$ cat src/rtl/edte_pkg.sv
// shared types, constants and lookup tables for the e-mail date parser
// no dependencies
package edte_pkg;

    localparam int P_MAX_LEN    = 128;
    localparam int P_ZONE_CHARS = 8;
    localparam int ZONE_COUNT   = 43;

    localparam logic [7:0] CH_NUL    = 8'h00;
    localparam logic [7:0] CH_TAB    = 8'h09;
    localparam logic [7:0] CH_LF     = 8'h0A;
    localparam logic [7:0] CH_CR     = 8'h0D;
    localparam logic [7:0] CH_SPACE  = 8'h20;
    localparam logic [7:0] CH_LPAREN = 8'h28;
    localparam logic [7:0] CH_RPAREN = 8'h29;
    localparam logic [7:0] CH_PLUS   = 8'h2B;
    localparam logic [7:0] CH_COMMA  = 8'h2C;
    localparam logic [7:0] CH_MINUS  = 8'h2D;
    localparam logic [7:0] CH_ZERO   = 8'h30;
    localparam logic [7:0] CH_NINE   = 8'h39;
    localparam logic [7:0] CH_COLON  = 8'h3A;

    typedef struct packed {
        logic [7:0] text_byte;
        logic       end_of_string;
    } t_in_beat;

    typedef struct packed {
        logic               parse_status;
        logic signed [63:0] epoch_seconds;
        logic               zone_named;
        logic [5:0]         zone_entry;
    } t_out_beat;

    typedef enum logic [1:0] {
        PH_START,
        PH_SIGN,
        PH_DIGITS,
        PH_STOP
    } t_num_phase;

    typedef enum logic [2:0] {
        STEP_NONE,
        STEP_BASE,
        STEP_LEAP,
        STEP_HOUR,
        STEP_MIN,
        STEP_SEC,
        STEP_DONE
    } t_calc_step;

    typedef enum logic [3:0] {
        ST_IDLE,
        ST_FINISH,
        ST_BASE,
        ST_LEAP,
        ST_HOUR,
        ST_MIN,
        ST_SEC,
        ST_DONE
    } t_ctrl_state;

    typedef struct packed {
        logic       take_byte;
        logic       finish;
        logic       clear;
        t_calc_step step;
    } t_dp_cmd;

    // names padded with '.', only len characters compared
    typedef struct packed {
        logic [31:0] name;
        logic [2:0]  len;
        logic [4:0]  hours;
        logic        west;
    } t_zone;

    localparam t_zone ZONE_TABLE [ZONE_COUNT] = '{
        '{"aat.", 3'd3, 5'd1, 1'b1},  '{"adt.", 3'd3, 5'd4, 1'b0},
        '{"ast.", 3'd3, 5'd3, 1'b0},  '{"bst.", 3'd3, 5'd1, 1'b0},
        '{"cat.", 3'd3, 5'd1, 1'b0},  '{"cdt.", 3'd3, 5'd5, 1'b1},
        '{"cest", 3'd4, 5'd2, 1'b0},  '{"cet.", 3'd3, 5'd1, 1'b0},
        '{"cst.", 3'd3, 5'd6, 1'b1},  '{"eat.", 3'd3, 5'd3, 1'b0},
        '{"edt.", 3'd3, 5'd4, 1'b1},  '{"eest", 3'd4, 5'd3, 1'b0},
        '{"eet.", 3'd3, 5'd2, 1'b0},  '{"egst", 3'd4, 5'd0, 1'b0},
        '{"egt.", 3'd3, 5'd1, 1'b1},  '{"est.", 3'd3, 5'd5, 1'b1},
        '{"gmt.", 3'd3, 5'd0, 1'b0},  '{"gst.", 3'd3, 5'd4, 1'b0},
        '{"hkt.", 3'd3, 5'd8, 1'b0},  '{"ict.", 3'd3, 5'd7, 1'b0},
        '{"idt.", 3'd3, 5'd3, 1'b0},  '{"ist.", 3'd3, 5'd2, 1'b0},
        '{"jst.", 3'd3, 5'd9, 1'b0},  '{"kst.", 3'd3, 5'd9, 1'b0},
        '{"mdt.", 3'd3, 5'd6, 1'b1},  '{"met.", 3'd3, 5'd1, 1'b0},
        '{"msd.", 3'd3, 5'd4, 1'b0},  '{"msk.", 3'd3, 5'd3, 1'b0},
        '{"mst.", 3'd3, 5'd7, 1'b1},  '{"nzdt", 3'd4, 5'd13, 1'b0},
        '{"nzst", 3'd4, 5'd12, 1'b0}, '{"pdt.", 3'd3, 5'd7, 1'b1},
        '{"pst.", 3'd3, 5'd8, 1'b1},  '{"sat.", 3'd3, 5'd2, 1'b0},
        '{"smt.", 3'd3, 5'd4, 1'b0},  '{"sst.", 3'd3, 5'd11, 1'b1},
        '{"utc.", 3'd3, 5'd0, 1'b0},  '{"wat.", 3'd3, 5'd0, 1'b0},
        '{"west", 3'd4, 5'd1, 1'b0},  '{"wet.", 3'd3, 5'd0, 1'b0},
        '{"wgst", 3'd4, 5'd2, 1'b1},  '{"wgt.", 3'd3, 5'd3, 1'b1},
        '{"wst.", 3'd3, 5'd8, 1'b0}
    };

    function automatic logic [23:0] month_abbr(input logic [3:0] idx);
        case (idx)
            4'd0:    month_abbr = "jan";
            4'd1:    month_abbr = "feb";
            4'd2:    month_abbr = "mar";
            4'd3:    month_abbr = "apr";
            4'd4:    month_abbr = "may";
            4'd5:    month_abbr = "jun";
            4'd6:    month_abbr = "jul";
            4'd7:    month_abbr = "aug";
            4'd8:    month_abbr = "sep";
            4'd9:    month_abbr = "oct";
            4'd10:   month_abbr = "nov";
            4'd11:   month_abbr = "dec";
            default: month_abbr = 24'h0;
        endcase
    endfunction

    function automatic logic [8:0] month_start(input logic [3:0] idx);
        case (idx)
            4'd0:    month_start = 9'd0;
            4'd1:    month_start = 9'd31;
            4'd2:    month_start = 9'd59;
            4'd3:    month_start = 9'd90;
            4'd4:    month_start = 9'd120;
            4'd5:    month_start = 9'd151;
            4'd6:    month_start = 9'd181;
            4'd7:    month_start = 9'd212;
            4'd8:    month_start = 9'd243;
            4'd9:    month_start = 9'd273;
            4'd10:   month_start = 9'd304;
            4'd11:   month_start = 9'd334;
            default: month_start = 9'd0;
        endcase
    endfunction

    function automatic logic [7:0] to_lower(input logic [7:0] c);
        to_lower = (c >= 8'h41 && c <= 8'h5A) ? c + 8'd32 : c;
    endfunction

    function automatic logic is_digit(input logic [7:0] c);
        is_digit = (c >= CH_ZERO) && (c <= CH_NINE);
    endfunction

endpackage

$ cat src/rtl/edte_ctrl.sv
// controller for the date parser: input and output handshakes, step sequencing
// depends on edte_pkg
module edte_ctrl
    import edte_pkg::*;
(
    input  logic    i_clk,
    input  logic    i_rst_n,
    input  logic    i_in_valid,
    input  logic    i_in_last,
    output logic    o_in_ready,
    output logic    o_out_valid,
    input  logic    i_out_ready,
    output t_dp_cmd o_cmd
);

    t_ctrl_state r_state, n_state;
    logic        r_out_full, n_out_full;

    always_ff @(posedge i_clk) begin
        if (!i_rst_n) begin
            r_state    <= ST_IDLE;
            r_out_full <= 1'b0;
        end else begin
            r_state    <= n_state;
            r_out_full <= n_out_full;
        end
    end

    assign o_out_valid = r_out_full;

    always_comb begin
        n_state     = r_state;
        n_out_full  = r_out_full && !i_out_ready;
        o_in_ready  = 1'b0;
        o_cmd       = '{take_byte: 1'b0, finish: 1'b0, clear: 1'b0, step: STEP_NONE};
        case (r_state)
            ST_IDLE: begin
                o_in_ready = 1'b1;
                if (i_in_valid) begin
                    o_cmd.take_byte = 1'b1;
                    if (i_in_last) begin
                        n_state = ST_FINISH;
                    end
                end
            end
            ST_FINISH: begin
                o_cmd.finish = 1'b1;
                n_state      = ST_BASE;
            end
            ST_BASE: begin
                o_cmd.step = STEP_BASE;
                n_state    = ST_LEAP;
            end
            ST_LEAP: begin
                o_cmd.step = STEP_LEAP;
                n_state    = ST_HOUR;
            end
            ST_HOUR: begin
                o_cmd.step = STEP_HOUR;
                n_state    = ST_MIN;
            end
            ST_MIN: begin
                o_cmd.step = STEP_MIN;
                n_state    = ST_SEC;
            end
            ST_SEC: begin
                o_cmd.step = STEP_SEC;
                n_state    = ST_DONE;
            end
            ST_DONE: begin
                // wait while the previous result beat is still held
                if (!r_out_full || i_out_ready) begin
                    o_cmd.step  = STEP_DONE;
                    o_cmd.clear = 1'b1;
                    n_out_full  = 1'b1;
                    n_state     = ST_IDLE;
                end
            end
            default: begin
                n_state = ST_IDLE;
            end
        endcase
    end

endmodule

$ cat src/rtl/edte_datapath.sv
// datapath for the date parser: per-byte token scanner, field store, epoch arithmetic
// depends on edte_pkg
module edte_datapath
    import edte_pkg::*;
#(
    parameter int MAX_LEN    = P_MAX_LEN,
    parameter int ZONE_CHARS = P_ZONE_CHARS
) (
    input  logic      i_clk,
    input  logic      i_rst_n,
    input  t_dp_cmd   i_cmd,
    input  t_in_beat  i_in_beat,
    output t_out_beat o_out_beat
);

    localparam int CNTW = $clog2(MAX_LEN);
    localparam int ZLW  = $clog2(ZONE_CHARS + 2);

    logic [CNTW-1:0]    r_byte_cnt, n_byte_cnt;
    logic               r_ended, n_ended;
    logic               r_comma, n_comma;
    logic [2:0]         r_tok, n_tok;
    logic               r_in_tok, n_in_tok;
    logic               r_err, n_err;
    logic [31:0]        r_acc, n_acc;
    t_num_phase         r_phase, n_phase;
    logic               r_neg, n_neg;
    logic [4:0]         r_day, n_day;
    logic [3:0]         r_mon, n_mon;
    logic [31:0]        r_yrs, n_yrs;
    logic [31:0]        r_clk [3];
    logic [31:0]        n_clk [3];
    logic [1:0]         r_cidx, n_cidx;
    logic [1:0]         r_cdone, n_cdone;
    logic [7:0]         r_ztxt [ZONE_CHARS];
    logic [ZLW-1:0]     r_zlen, n_zlen;
    logic               r_zcom, n_zcom;
    logic               r_zlead, n_zlead;
    logic               r_zclosed, n_zclosed;
    logic signed [19:0] r_zoff, n_zoff;
    logic               r_met, n_met;
    logic               r_znamed, n_znamed;
    logic [5:0]         r_zentry, n_zentry;
    logic signed [63:0] r_g, n_g;
    t_out_beat          r_out, n_out;

    // end of token results
    logic [2:0]         et_tok;
    logic               et_err;
    logic [4:0]         et_day;
    logic [3:0]         et_mon;
    logic [31:0]        et_yrs;
    logic [31:0]        et_clk [3];
    logic signed [19:0] et_zoff;
    logic               et_met;
    logic               et_znamed;
    logic [5:0]         et_zentry;

    logic               wnv_ok;
    logic [1:0]         et_done;
    logic               mon_hit;
    logic [3:0]         mon_idx;
    logic               zn_hit;
    logic [5:0]         zn_idx;
    logic               len3, len4;
    logic [6:0]         zh, zm;
    logic [19:0]        zabs;

    // byte scanner
    logic [7:0]         c, lc;
    logic               start;
    logic               whole;
    logic               skip;
    logic [31:0]        cur_acc;
    t_num_phase         cur_phase;
    logic [1:0]         cur_cidx;
    logic [1:0]         cur_cdone;
    logic [ZLW-1:0]     cur_zlen;
    logic               cur_zcom, cur_zlead, cur_zclosed;
    logic [35:0]        prod;
    logic               txt_we;
    logic               do_end, do_clear_parse;

    // arithmetic
    logic signed [33:0] yr70, yr69, q;
    logic signed [43:0] ydays;
    logic signed [10:0] g0;

    assign c  = i_in_beat.text_byte;
    assign lc = to_lower(c);

    assign len3 = (r_zlen == ZLW'(3));
    assign len4 = (r_zlen == ZLW'(4));

    always_comb begin
        et_tok    = (r_tok < 3'd7) ? r_tok + 3'd1 : r_tok;
        et_err    = r_err;
        et_day    = r_day;
        et_mon    = r_mon;
        et_yrs    = r_yrs;
        et_clk    = r_clk;
        et_zoff   = r_zoff;
        et_met    = r_met;
        et_znamed = r_znamed;
        et_zentry = r_zentry;
        et_done   = r_cdone;
        wnv_ok    = (r_phase == PH_DIGITS) && !(r_neg && r_acc != 32'd0) && !r_acc[31];
        mon_hit   = 1'b0;
        mon_idx   = 4'd0;
        zn_hit    = 1'b0;
        zn_idx    = 6'd0;
        zh        = 7'd0;
        zm        = 7'd0;
        zabs      = 20'd0;
        for (int i = 11; i >= 0; i--) begin
            if (r_zlen >= ZLW'(3) && {r_ztxt[0], r_ztxt[1], r_ztxt[2]} == month_abbr(4'(i))) begin
                mon_hit = 1'b1;
                mon_idx = 4'(i);
            end
        end
        for (int i = ZONE_COUNT - 1; i >= 0; i--) begin
            if (((ZONE_TABLE[i].len == 3'd3 && len3) ||
                 (ZONE_TABLE[i].len == 3'd4 && len4 && r_ztxt[3] == ZONE_TABLE[i].name[7:0]))
                && r_ztxt[0] == ZONE_TABLE[i].name[31:24]
                && r_ztxt[1] == ZONE_TABLE[i].name[23:16]
                && r_ztxt[2] == ZONE_TABLE[i].name[15:8]) begin
                zn_hit = 1'b1;
                zn_idx = 6'(i);
            end
        end
        case (r_tok)
            3'd0: begin
                if (wnv_ok && r_acc <= 32'd31) begin
                    et_day = r_acc[4:0];
                end else begin
                    et_err = 1'b1;
                end
            end
            3'd1: begin
                et_err = !mon_hit;
                if (mon_hit) begin
                    et_mon = mon_idx;
                end
            end
            3'd2: begin
                if (wnv_ok) begin
                    if (r_acc < 32'd50) begin
                        et_yrs = r_acc + 32'd100;
                    end else if (r_acc >= 32'd1900) begin
                        et_yrs = r_acc - 32'd1900;
                    end else begin
                        et_yrs = r_acc;
                    end
                end else begin
                    et_err = 1'b1;
                end
            end
            3'd3: begin
                if (r_phase == PH_DIGITS) begin
                    et_clk[r_cidx] = r_neg ? 32'd0 - r_acc : r_acc;
                    et_done        = r_cdone + 2'd1;
                end
                if (et_done < 2'd2) begin
                    et_err = 1'b1;
                end else if (et_done == 2'd2) begin
                    et_clk[2] = 32'd0;
                end
            end
            3'd4: begin
                et_zoff = 20'sd0;
                if (r_zlen >= ZLW'(1) && (r_ztxt[0] == CH_PLUS || r_ztxt[0] == CH_MINUS)) begin
                    if (r_zlen >= ZLW'(5) && is_digit(r_ztxt[1]) && is_digit(r_ztxt[2])
                        && is_digit(r_ztxt[3]) && is_digit(r_ztxt[4])) begin
                        zh   = 7'(r_ztxt[1] - CH_ZERO) * 7'd10 + 7'(r_ztxt[2] - CH_ZERO);
                        zm   = 7'(r_ztxt[3] - CH_ZERO) * 7'd10 + 7'(r_ztxt[4] - CH_ZERO);
                        zabs = 20'(zh) * 20'd3600 + 20'(zm) * 20'd60;
                        et_zoff = (r_ztxt[0] == CH_PLUS) ? -$signed(zabs) : $signed(zabs);
                    end
                end else begin
                    if (zn_hit) begin
                        zabs      = 20'(ZONE_TABLE[zn_idx].hours) * 20'd3600;
                        et_zoff   = ZONE_TABLE[zn_idx].west ? $signed(zabs) : -$signed(zabs);
                        et_znamed = 1'b1;
                        et_zentry = zn_idx;
                    end
                    if (!r_zcom && len3 && r_ztxt[0] == "m" && r_ztxt[1] == "e"
                        && r_ztxt[2] == "t") begin
                        et_met = 1'b1;
                    end
                end
            end
            3'd5: begin
                if (r_met && len3 && r_ztxt[0] == "d" && r_ztxt[1] == "s" && r_ztxt[2] == "t") begin
                    et_zoff = r_zoff - 20'sd3600;
                end
            end
            default: begin
            end
        endcase
    end

    always_comb begin
        n_byte_cnt = r_byte_cnt;
        n_ended    = r_ended;
        n_comma    = r_comma;
        n_tok      = r_tok;
        n_in_tok   = r_in_tok;
        n_err      = r_err;
        n_acc      = r_acc;
        n_phase    = r_phase;
        n_neg      = r_neg;
        n_day      = r_day;
        n_mon      = r_mon;
        n_yrs      = r_yrs;
        n_clk      = r_clk;
        n_cidx     = r_cidx;
        n_cdone    = r_cdone;
        n_zlen     = r_zlen;
        n_zcom     = r_zcom;
        n_zlead    = r_zlead;
        n_zclosed  = r_zclosed;
        n_zoff     = r_zoff;
        n_met      = r_met;
        n_znamed   = r_znamed;
        n_zentry   = r_zentry;
        n_g        = r_g;
        n_out      = r_out;

        start       = !r_in_tok;
        whole       = (r_tok != 3'd3);
        skip        = 1'b0;
        cur_acc     = start ? 32'd0 : r_acc;
        cur_phase   = start ? PH_START : r_phase;
        cur_cidx    = start ? 2'd0 : r_cidx;
        cur_cdone   = start ? 2'd0 : r_cdone;
        cur_zlen    = start ? '0 : r_zlen;
        cur_zcom    = start ? 1'b0 : r_zcom;
        cur_zlead   = start ? 1'b0 : r_zlead;
        cur_zclosed = start ? 1'b0 : r_zclosed;
        prod        = ({4'd0, cur_acc} << 3) + ({4'd0, cur_acc} << 1) + 36'(c - CH_ZERO);
        txt_we      = 1'b0;
        do_end      = 1'b0;
        do_clear_parse = 1'b0;

        yr70  = $signed({2'b00, r_yrs}) - 34'sd70;
        yr69  = $signed({2'b00, r_yrs}) - 34'sd69;
        q     = yr69[33] ? (yr69 + 34'sd3) >>> 2 : yr69 >>> 2;
        ydays = yr70 * 44'sd365;
        g0    = $signed({2'b00, month_start(r_mon)}) + $signed({6'd0, r_day})
              - (((r_yrs[1:0] != 2'd0) || (r_mon < 4'd2)) ? 11'sd1 : 11'sd0);

        if (i_cmd.take_byte && !r_ended && r_byte_cnt < CNTW'(MAX_LEN - 1)) begin
            n_byte_cnt = r_byte_cnt + 1'b1;
            if (c == CH_NUL) begin
                n_ended = 1'b1;
            end else if (c == CH_COMMA && !r_comma) begin
                n_comma        = 1'b1;
                do_clear_parse = 1'b1;
            end else if (c == CH_SPACE || c == CH_TAB) begin
                do_end = r_in_tok;
            end else if (!r_in_tok && r_tok == 3'd0 && (c == CH_CR || c == CH_LF)) begin
                n_in_tok = r_in_tok;
            end else begin
                n_in_tok  = 1'b1;
                n_acc     = cur_acc;
                n_phase   = cur_phase;
                n_neg     = start ? 1'b0 : r_neg;
                n_cidx    = cur_cidx;
                n_cdone   = cur_cdone;
                n_zlen    = cur_zlen;
                n_zcom    = cur_zcom;
                n_zlead   = cur_zlead;
                n_zclosed = cur_zclosed;
                case (r_tok)
                    3'd0, 3'd2, 3'd3: begin
                        if (cur_phase != PH_STOP) begin
                            if (is_digit(c)) begin
                                n_acc   = (whole && prod[35:32] != 4'd0) ? 32'hFFFF_FFFF
                                                                          : prod[31:0];
                                n_phase = PH_DIGITS;
                            end else if (cur_phase == PH_START && c >= CH_LF && c <= CH_CR) begin
                                n_phase = cur_phase;
                            end else if (cur_phase == PH_START
                                         && (c == CH_PLUS || c == CH_MINUS)) begin
                                n_neg   = (c == CH_MINUS);
                                n_phase = PH_SIGN;
                            end else if (!whole && cur_phase == PH_DIGITS && c == CH_COLON
                                         && cur_cidx < 2'd2) begin
                                n_clk[cur_cidx] = n_neg ? 32'd0 - cur_acc : cur_acc;
                                n_cdone = cur_cdone + 2'd1;
                                n_cidx  = cur_cidx + 2'd1;
                                n_phase = PH_START;
                                n_neg   = 1'b0;
                                n_acc   = 32'd0;
                            end else begin
                                if (!whole && cur_phase == PH_DIGITS) begin
                                    n_clk[cur_cidx] = n_neg ? 32'd0 - cur_acc : cur_acc;
                                    n_cdone = cur_cdone + 2'd1;
                                end
                                n_phase = PH_STOP;
                            end
                        end
                    end
                    3'd1, 3'd4, 3'd5: begin
                        if (!cur_zclosed) begin
                            if (r_tok == 3'd4 && start && c == CH_LPAREN) begin
                                n_zcom  = 1'b1;
                                n_zlead = 1'b1;
                            end else begin
                                if (cur_zcom) begin
                                    if (c == CH_RPAREN) begin
                                        n_zclosed = 1'b1;
                                        skip      = 1'b1;
                                    end else if (cur_zlead && (c == CH_CR || c == CH_LF)) begin
                                        skip = 1'b1;
                                    end else begin
                                        n_zlead = 1'b0;
                                    end
                                end
                                if (!skip) begin
                                    txt_we = (cur_zlen < ZLW'(ZONE_CHARS));
                                    if (cur_zlen <= ZLW'(ZONE_CHARS)) begin
                                        n_zlen = cur_zlen + 1'b1;
                                    end
                                end
                            end
                        end
                    end
                    default: begin
                    end
                endcase
            end
        end else if (i_cmd.finish) begin
            do_end = r_in_tok;
        end

        if (do_end) begin
            n_tok     = et_tok;
            n_in_tok  = 1'b0;
            n_err     = et_err;
            n_day     = et_day;
            n_mon     = et_mon;
            n_yrs     = et_yrs;
            n_clk     = et_clk;
            n_zoff    = et_zoff;
            n_met     = et_met;
            n_znamed  = et_znamed;
            n_zentry  = et_zentry;
        end

        case (i_cmd.step)
            STEP_BASE: n_g = 64'(g0) + 64'(ydays);
            STEP_LEAP: n_g = r_g + 64'(q);
            STEP_HOUR: n_g = (r_g <<< 4) + (r_g <<< 3) + 64'($signed(r_clk[0]));
            STEP_MIN:  n_g = (r_g <<< 6) - (r_g <<< 2) + 64'($signed(r_clk[1]));
            STEP_SEC:  n_g = (r_g <<< 6) - (r_g <<< 2) + 64'($signed(r_clk[2]));
            STEP_DONE: begin
                if (r_err || r_tok < 3'd4) begin
                    n_out = '{parse_status: 1'b1, epoch_seconds: -64'sd1,
                              zone_named: 1'b0, zone_entry: 6'd0};
                end else begin
                    n_out = '{parse_status: 1'b0, epoch_seconds: r_g + 64'(r_zoff),
                              zone_named: r_znamed,
                              zone_entry: r_znamed ? r_zentry : 6'd0};
                end
            end
            default: n_g = r_g;
        endcase

        if (i_cmd.clear) begin
            n_byte_cnt     = '0;
            n_ended        = 1'b0;
            n_comma        = 1'b0;
            do_clear_parse = 1'b1;
        end

        if (do_clear_parse) begin
            n_tok     = 3'd0;
            n_in_tok  = 1'b0;
            n_err     = 1'b0;
            n_acc     = 32'd0;
            n_phase   = PH_START;
            n_neg     = 1'b0;
            n_day     = 5'd0;
            n_mon     = 4'd0;
            n_yrs     = 32'd0;
            n_clk     = '{32'd0, 32'd0, 32'd0};
            n_cidx    = 2'd0;
            n_cdone   = 2'd0;
            n_zlen    = '0;
            n_zcom    = 1'b0;
            n_zlead   = 1'b0;
            n_zclosed = 1'b0;
            n_zoff    = 20'sd0;
            n_met     = 1'b0;
            n_znamed  = 1'b0;
            n_zentry  = 6'd0;
        end
    end

    always_ff @(posedge i_clk) begin
        if (!i_rst_n) begin
            r_byte_cnt <= '0;
            r_ended    <= 1'b0;
            r_comma    <= 1'b0;
            r_tok      <= 3'd0;
            r_in_tok   <= 1'b0;
            r_err      <= 1'b0;
            r_acc      <= 32'd0;
            r_phase    <= PH_START;
            r_neg      <= 1'b0;
            r_day      <= 5'd0;
            r_mon      <= 4'd0;
            r_yrs      <= 32'd0;
            r_clk      <= '{32'd0, 32'd0, 32'd0};
            r_cidx     <= 2'd0;
            r_cdone    <= 2'd0;
            r_zlen     <= '0;
            r_zcom     <= 1'b0;
            r_zlead    <= 1'b0;
            r_zclosed  <= 1'b0;
            r_zoff     <= 20'sd0;
            r_met      <= 1'b0;
            r_znamed   <= 1'b0;
            r_zentry   <= 6'd0;
        end else begin
            r_byte_cnt <= n_byte_cnt;
            r_ended    <= n_ended;
            r_comma    <= n_comma;
            r_tok      <= n_tok;
            r_in_tok   <= n_in_tok;
            r_err      <= n_err;
            r_acc      <= n_acc;
            r_phase    <= n_phase;
            r_neg      <= n_neg;
            r_day      <= n_day;
            r_mon      <= n_mon;
            r_yrs      <= n_yrs;
            r_clk      <= n_clk;
            r_cidx     <= n_cidx;
            r_cdone    <= n_cdone;
            r_zlen     <= n_zlen;
            r_zcom     <= n_zcom;
            r_zlead    <= n_zlead;
            r_zclosed  <= n_zclosed;
            r_zoff     <= n_zoff;
            r_met      <= n_met;
            r_znamed   <= n_znamed;
            r_zentry   <= n_zentry;
        end
    end

    // zone text and arithmetic results carry no reset
    always_ff @(posedge i_clk) begin
        r_g   <= n_g;
        r_out <= n_out;
        for (int j = 0; j < ZONE_CHARS; j++) begin
            if (txt_we && cur_zlen == ZLW'(j)) begin
                r_ztxt[j] <= lc;
            end
        end
    end

    assign o_out_beat = r_out;

endmodule

$ cat src/rtl/email_date_to_epoch_parser.sv
// top level of the e-mail date parser: controller plus datapath
// depends on edte_pkg, edte_ctrl, edte_datapath
//
// One character beat is taken per cycle while scanning. The beat flagged
// end_of_string is followed by work in the datapath, one controller state
// per step (closing the last token, then the day, leap, hour, minute,
// second and zone steps of the epoch sum, each step of the sum one
// shift-add or small multiply); the result then sits in the output
// register until taken, while the next string is already accepted; only
// the zone step of that next string waits if the register still holds a
// result. The next string may start in the same cycle as the result beat.
module email_date_to_epoch_parser
    import edte_pkg::*;
#(
    parameter int MAX_LEN    = P_MAX_LEN,
    parameter int ZONE_CHARS = P_ZONE_CHARS
) (
    input  logic      i_clk,
    input  logic      i_rst_n,
    input  logic      i_in_valid,
    output logic      o_in_ready,
    input  t_in_beat  i_in_beat,
    output logic      o_out_valid,
    input  logic      i_out_ready,
    output t_out_beat o_out_beat
);

    t_dp_cmd cmd;

    edte_ctrl u_ctrl (
        .i_clk       (i_clk),
        .i_rst_n     (i_rst_n),
        .i_in_valid  (i_in_valid),
        .i_in_last   (i_in_beat.end_of_string),
        .o_in_ready  (o_in_ready),
        .o_out_valid (o_out_valid),
        .i_out_ready (i_out_ready),
        .o_cmd       (cmd)
    );

    edte_datapath #(
        .MAX_LEN    (MAX_LEN),
        .ZONE_CHARS (ZONE_CHARS)
    ) u_datapath (
        .i_clk      (i_clk),
        .i_rst_n    (i_rst_n),
        .i_cmd      (cmd),
        .i_in_beat  (i_in_beat),
        .o_out_beat (o_out_beat)
    );

endmodule

$ cat config.mk
export PLATFORM = sky130hd
export DESIGN_NAME = email_date_to_epoch_parser
export DESIGN_NICKNAME = d
export VERILOG_FILES = /design/src/rtl/edte_pkg.sv /design/src/rtl/edte_ctrl.sv /design/src/rtl/edte_datapath.sv /design/src/rtl/email_date_to_epoch_parser.sv
export SDC_FILE = /design/constraint.sdc
export NUM_CORES = 2
export LEC_CHECK = 0
export BUFFER_PORTS_ARGS = -buffer_cell sky130_fd_sc_hd__buf_2
export CAP_MARGIN = 20
export CORE_UTILIZATION = 49
export CTS_CLUSTER_DIAMETER = 100
export DETAILED_ROUTE_END_ITERATION = 6
export PLACE_DENSITY = 0.68
export SLEW_MARGIN = 20
export SYNTH_ARGS = -nofsm -noshare
export SYNTH_HDL_FRONTEND = slang
export SYNTH_SLANG_ARGS = --single-unit
export TNS_END_PERCENT = 30
$ cat constraint.sdc
create_clock -name i_clk -period 19.8 [get_ports i_clk]
set_input_delay 4.95 -clock i_clk [delete_from_list [all_inputs] [get_ports i_clk]]
set_output_delay 4.95 -clock i_clk [all_outputs]
set_load 0.05 [all_outputs]
==> metrics.md <==
| Metric | Value |
|---|---|
| Status | completed |
| CTS clock-pin slew for the worst setup and hold paths | about 60 ps |
| Combinational share of power | between 60% and 70% |
| Crit. End Element | flip-flop |
| Worst Hold Depth | 2 |
| Synth Area per Inst | roughly 8.2 um^2 |
| Setup bufs post-CTS | 0 |
| HPWL Detailed | around 130 mm |
| Hold Buf Count CTS | 0 |
| Slew HR | 28.7% |
| Final hold violation count | 0 |
| Fin area | 0.0572 mm^2 |
| Leak pwr | 0.0244 uW |
| Critical path startpoint category | flip-flop |
| Worst EP arrival | 10550 ps |
| Total Die Area | 0.111 mm^2 |
| R2r setup slk | between 9000 and 10000 ps |
| Clock Latency Late Sink | 630 ps |
| Net count after synthesis | about 7400 |
| Placement Cell Area | 0.0555 mm^2 |
| Post-CTS sizing | 0 |
| Hold/Removal Path Class | flip-flop to flip-flop |
| Max Cap Violations | 0 |
| RSZ-0062 raised after global routing | no |
| Slowest cell delay on critical path | ~750 ps |
| Final Skew | 18.7 ps |
| I/O pins | 87 |
| Most common cell after layout, fill and taps aside | ha_1 |
| Synth warnings | 0 |
| Grt ovf | 0 |
| Remaining routing DRC violations | 0 |
| Worst Reg2Reg Path Length in Cells | 30 |
| Synth Cell Area | 0.0536 mm^2 |
| CTS HTree Levels | 2 |
| Number of global-route vias before repair | 47000 |
| CTS Buf Count | 50 |
| Register area share after synthesis | 18.7% |
| DRT iter0 DRCs | 3711 |
| Sequential group share of total power | 17.2% |
| Die W | approximately 330 um |
| Drt pass-1 iters | 6 |
| Routed Antenna Nets | 0 |
| Port Buf Inserts | 86 |
| Sw Pwr | 3740 uW |
| Netlist cell types | 111 |
| Crit path max-delay cell type | o41ai_1 |
| Via/cell ratio | 6.14 |
| Fin crit period | 10180 ps |
| Switch share | approximately half |
| CP max FO | 7 |
| Synth Register Bits | 412 |
| FF-to-FF End | u_datapath.r_g[40]$_DFFE_PP_ |
| Pwr Density | 128 mW/mm^2 |
| Die Ht | 333 um |
| Post-synth EDFFs | 176 |
| CTS Root Cell | clkbuf_16 |
| Share of cells above drive strength 1 | around 5.4% |
| Worst Max-Slew Pin Slew | about 1100 ps |
| Post-layout util | 53.1% |
| Fin nets | 7403 |
| Core area | 0.108 mm^2 |
| Initial core utilization | 49.7% |
| Wire per inst | 21.3 um |
| Hold worst-path end | u_datapath.r_zoff[2]$_SDFFE_PP0P_ |
| TritonCTS clock tree | done |
| Sink Count | 412 |
| Fmax | 0.0983 GHz |
| GRT Total Usage | 29.7% |
| Fin Setup TNS | 0 ps |
| Routed vias | about 49000 |
| Most frequent cells in the layout | ha_1, nor2_1, a21oi_1 |
| Initial antenna violation count | 2 |
| Clock buffer depth | 3 |
| CP required | ~20000 ps |
| Most used cell, CP | fa_1 |
| Max Slew Vio Count | 0 |
| Layout area overhead | 6.69% |
| Synth async-reset ratio | 0% |
| Int Power | approximately 3600 uW |
| Final WL | 169 mm |
| Fin crit share | 51.4% |
| Final setup viols | 0 |
| Top_reg_cell synth | dfxtp_1 |
| First-pass GRT wire length | between 200 and 300 mm |
| Power Total | 7350 uW |
| Cells after synthesis | 6513 |
| Critical hold path startpoint | u_datapath.r_zoff[2]$_SDFFE_PP0P_ |
| Crit path kind | flip-flop to flip-flop |
| Clock network power share | 13.3% |
| Gpl congestion | between 0.9 and 1 |
| Num rows | 120 |
| Largest net degree at the start of global routing | just under 80 |
| Worst R2R Start | u_datapath.r_yrs[9]$_SDFFE_PP0P_ |
| VDD IR-drop max | around 0.10 mV |
-- worst max path at each step --
stage,slack [ps],cells past startpoint,start,endpoint
finish,9620,30,u_datapath.r_yrs[9]$_SDFFE_PP0P_,u_datapath.r_g[40]$_DFFE_PP_
global route,9010,32,u_datapath.r_yrs[9]$_SDFFE_PP0P_,u_datapath.r_g[57]$_DFFE_PP_
CTS,9660,32,u_datapath.r_yrs[9]$_SDFFE_PP0P_,u_datapath.r_g[57]$_DFFE_PP_
detailed placement,9410,20,i_out_ready,u_datapath.r_g[62]$_DFFE_PP_
global placement,9420,20,i_out_ready,u_datapath.r_g[63]$_DFFE_PP_
floorplan,8490,18,i_in_beat[5],u_datapath.r_acc[30]$_SDFFE_PP0P_
-- routing by layer --
metal | global-route usage (%) | wire length, um | up-vias
li1 | - | - | 23500
met1 | 36.6 | 70000 | 23200
met2 | 50.7 | 79900 | 1477
met3 | 2.79 | 7980 | 437
met4 | 16.7 | 10900 | 2
met5 | 0 | 13 | -
-- layout make-up --
cell class,count,area (um^2)
Fill cell,10200,50600
Clock inverter,22,238
Inverter,406,1520
Clock buffer,70,1480
Timing Repair Buffer,142,851
Tap cell,1403,1760
Multi-Input combinational cell,5469,41300
Sequential cell,412,10000
Antenna cell,1,2.50
-- state kept, by name (all words and copies together) (netlist names), 2 cells and up, named ones only --
| signal | flops |
|---|---|
| u_datapath.r_cidx | 2 |
| u_datapath.r_clk | 96 |
| u_datapath.o_out_beat | 72 |
| u_datapath.r_ztxt | 40 |
| u_datapath.r_g | 64 |
| u_datapath.r_zoff | 18 |
| u_datapath.r_acc | 32 |
| u_datapath.r_phase | 2 |
| u_datapath.r_cdone | 2 |
| u_datapath.r_mon | 4 |
| u_datapath.r_zentry | 6 |
| u_datapath.r_zlen | 4 |
| u_datapath.r_tok | 3 |
| u_datapath.r_byte_cnt | 7 |
| u_ctrl.r_state | 3 |
| u_datapath.r_day | 5 |
| u_datapath.r_yrs | 32 |
-- power by group through the flow --
stage	sequential [uW]	clock, uW	combinational (uW)
6_report	1270	977	5110
5_1_grt	1270	1020	5590
4_1_cts	1270	988	5060
3_5_place_dp	1280	0	5020
3_3_place_gp	1280	0	5000
2_1_floorplan	1170	0	3720
-- synthesized netlist by cell type, types with 87 or more instances --
| library cell | n | area share (%) |
|---|---|---|
| a211oi_1 | 108 | 1.5 |
| a21o_1 | 217 | 3.0 |
| a21oi_1 | 525 | 4.9 |
| clkbuf_1 | 190 | 1.3 |
| dfxtp_1 | 236 | 8.8 |
| edfxtp_1 | 176 | 9.9 |
| fa_1 | 244 | 9.1 |
| ha_1 | 665 | 16 |
| inv_1 | 403 | 2.8 |
| nand2_1 | 474 | 3.3 |
| nand2b_1 | 124 | 1.4 |
| nand3_1 | 127 | 1.2 |
| nor2_1 | 598 | 4.2 |
| nor2b_1 | 88 | 1.0 |
| nor3_1 | 181 | 1.7 |
| o21a_1 | 87 | 1.2 |
| o21ai_0 | 337 | 3.1 |
| xnor2_1 | 332 | 5.4 |
| xor2_1 | 224 | 3.7 |
-- through the flow --
step | hold slack (ps) | cells | worst slack (ps)
2_1_floorplan | 431 | 6513 | 8490
3_3_place_gp | 446 | 7832 | 9420
3_5_place_dp | 451 | 7832 | 9410
4_1_cts | 459 | 7924 | 9660
5_1_grt | 482 | 7924 | 9010
6_report | 459 | 7925 | 9620
-- worst max-delay path, delay by kind of cell (launching register included) --
kind | cells | cell delay (ps)
AND/OR/NAND/NOR | 10 | 2970
flip-flops | 1 | 350
XOR/XNOR | 2 | 690
adder cells (fa/ha/maj) | 7 | 3010
AO/OA/AOI/OAI | 11 | 2910
-- kinds of logic (layout without fill, tap and decap cells) --
logic type | Yosys count | in the layout | synth area share [%]
compound gates | 1873 | 1873 | 22.6
xor+xnor | 556 | 556 | 9.08
fa+ha+maj | 909 | 909 | 24.6
buf+inv | 632 | 640 | 4.50
flops | 412 | 412 | 18.7
mux | 96 | 96 | 1.89
other cells | 0 | 1 | 0
simple gates | 2035 | 2035 | 18.6
No activity file was read; power rests on OpenSTA's default activity.
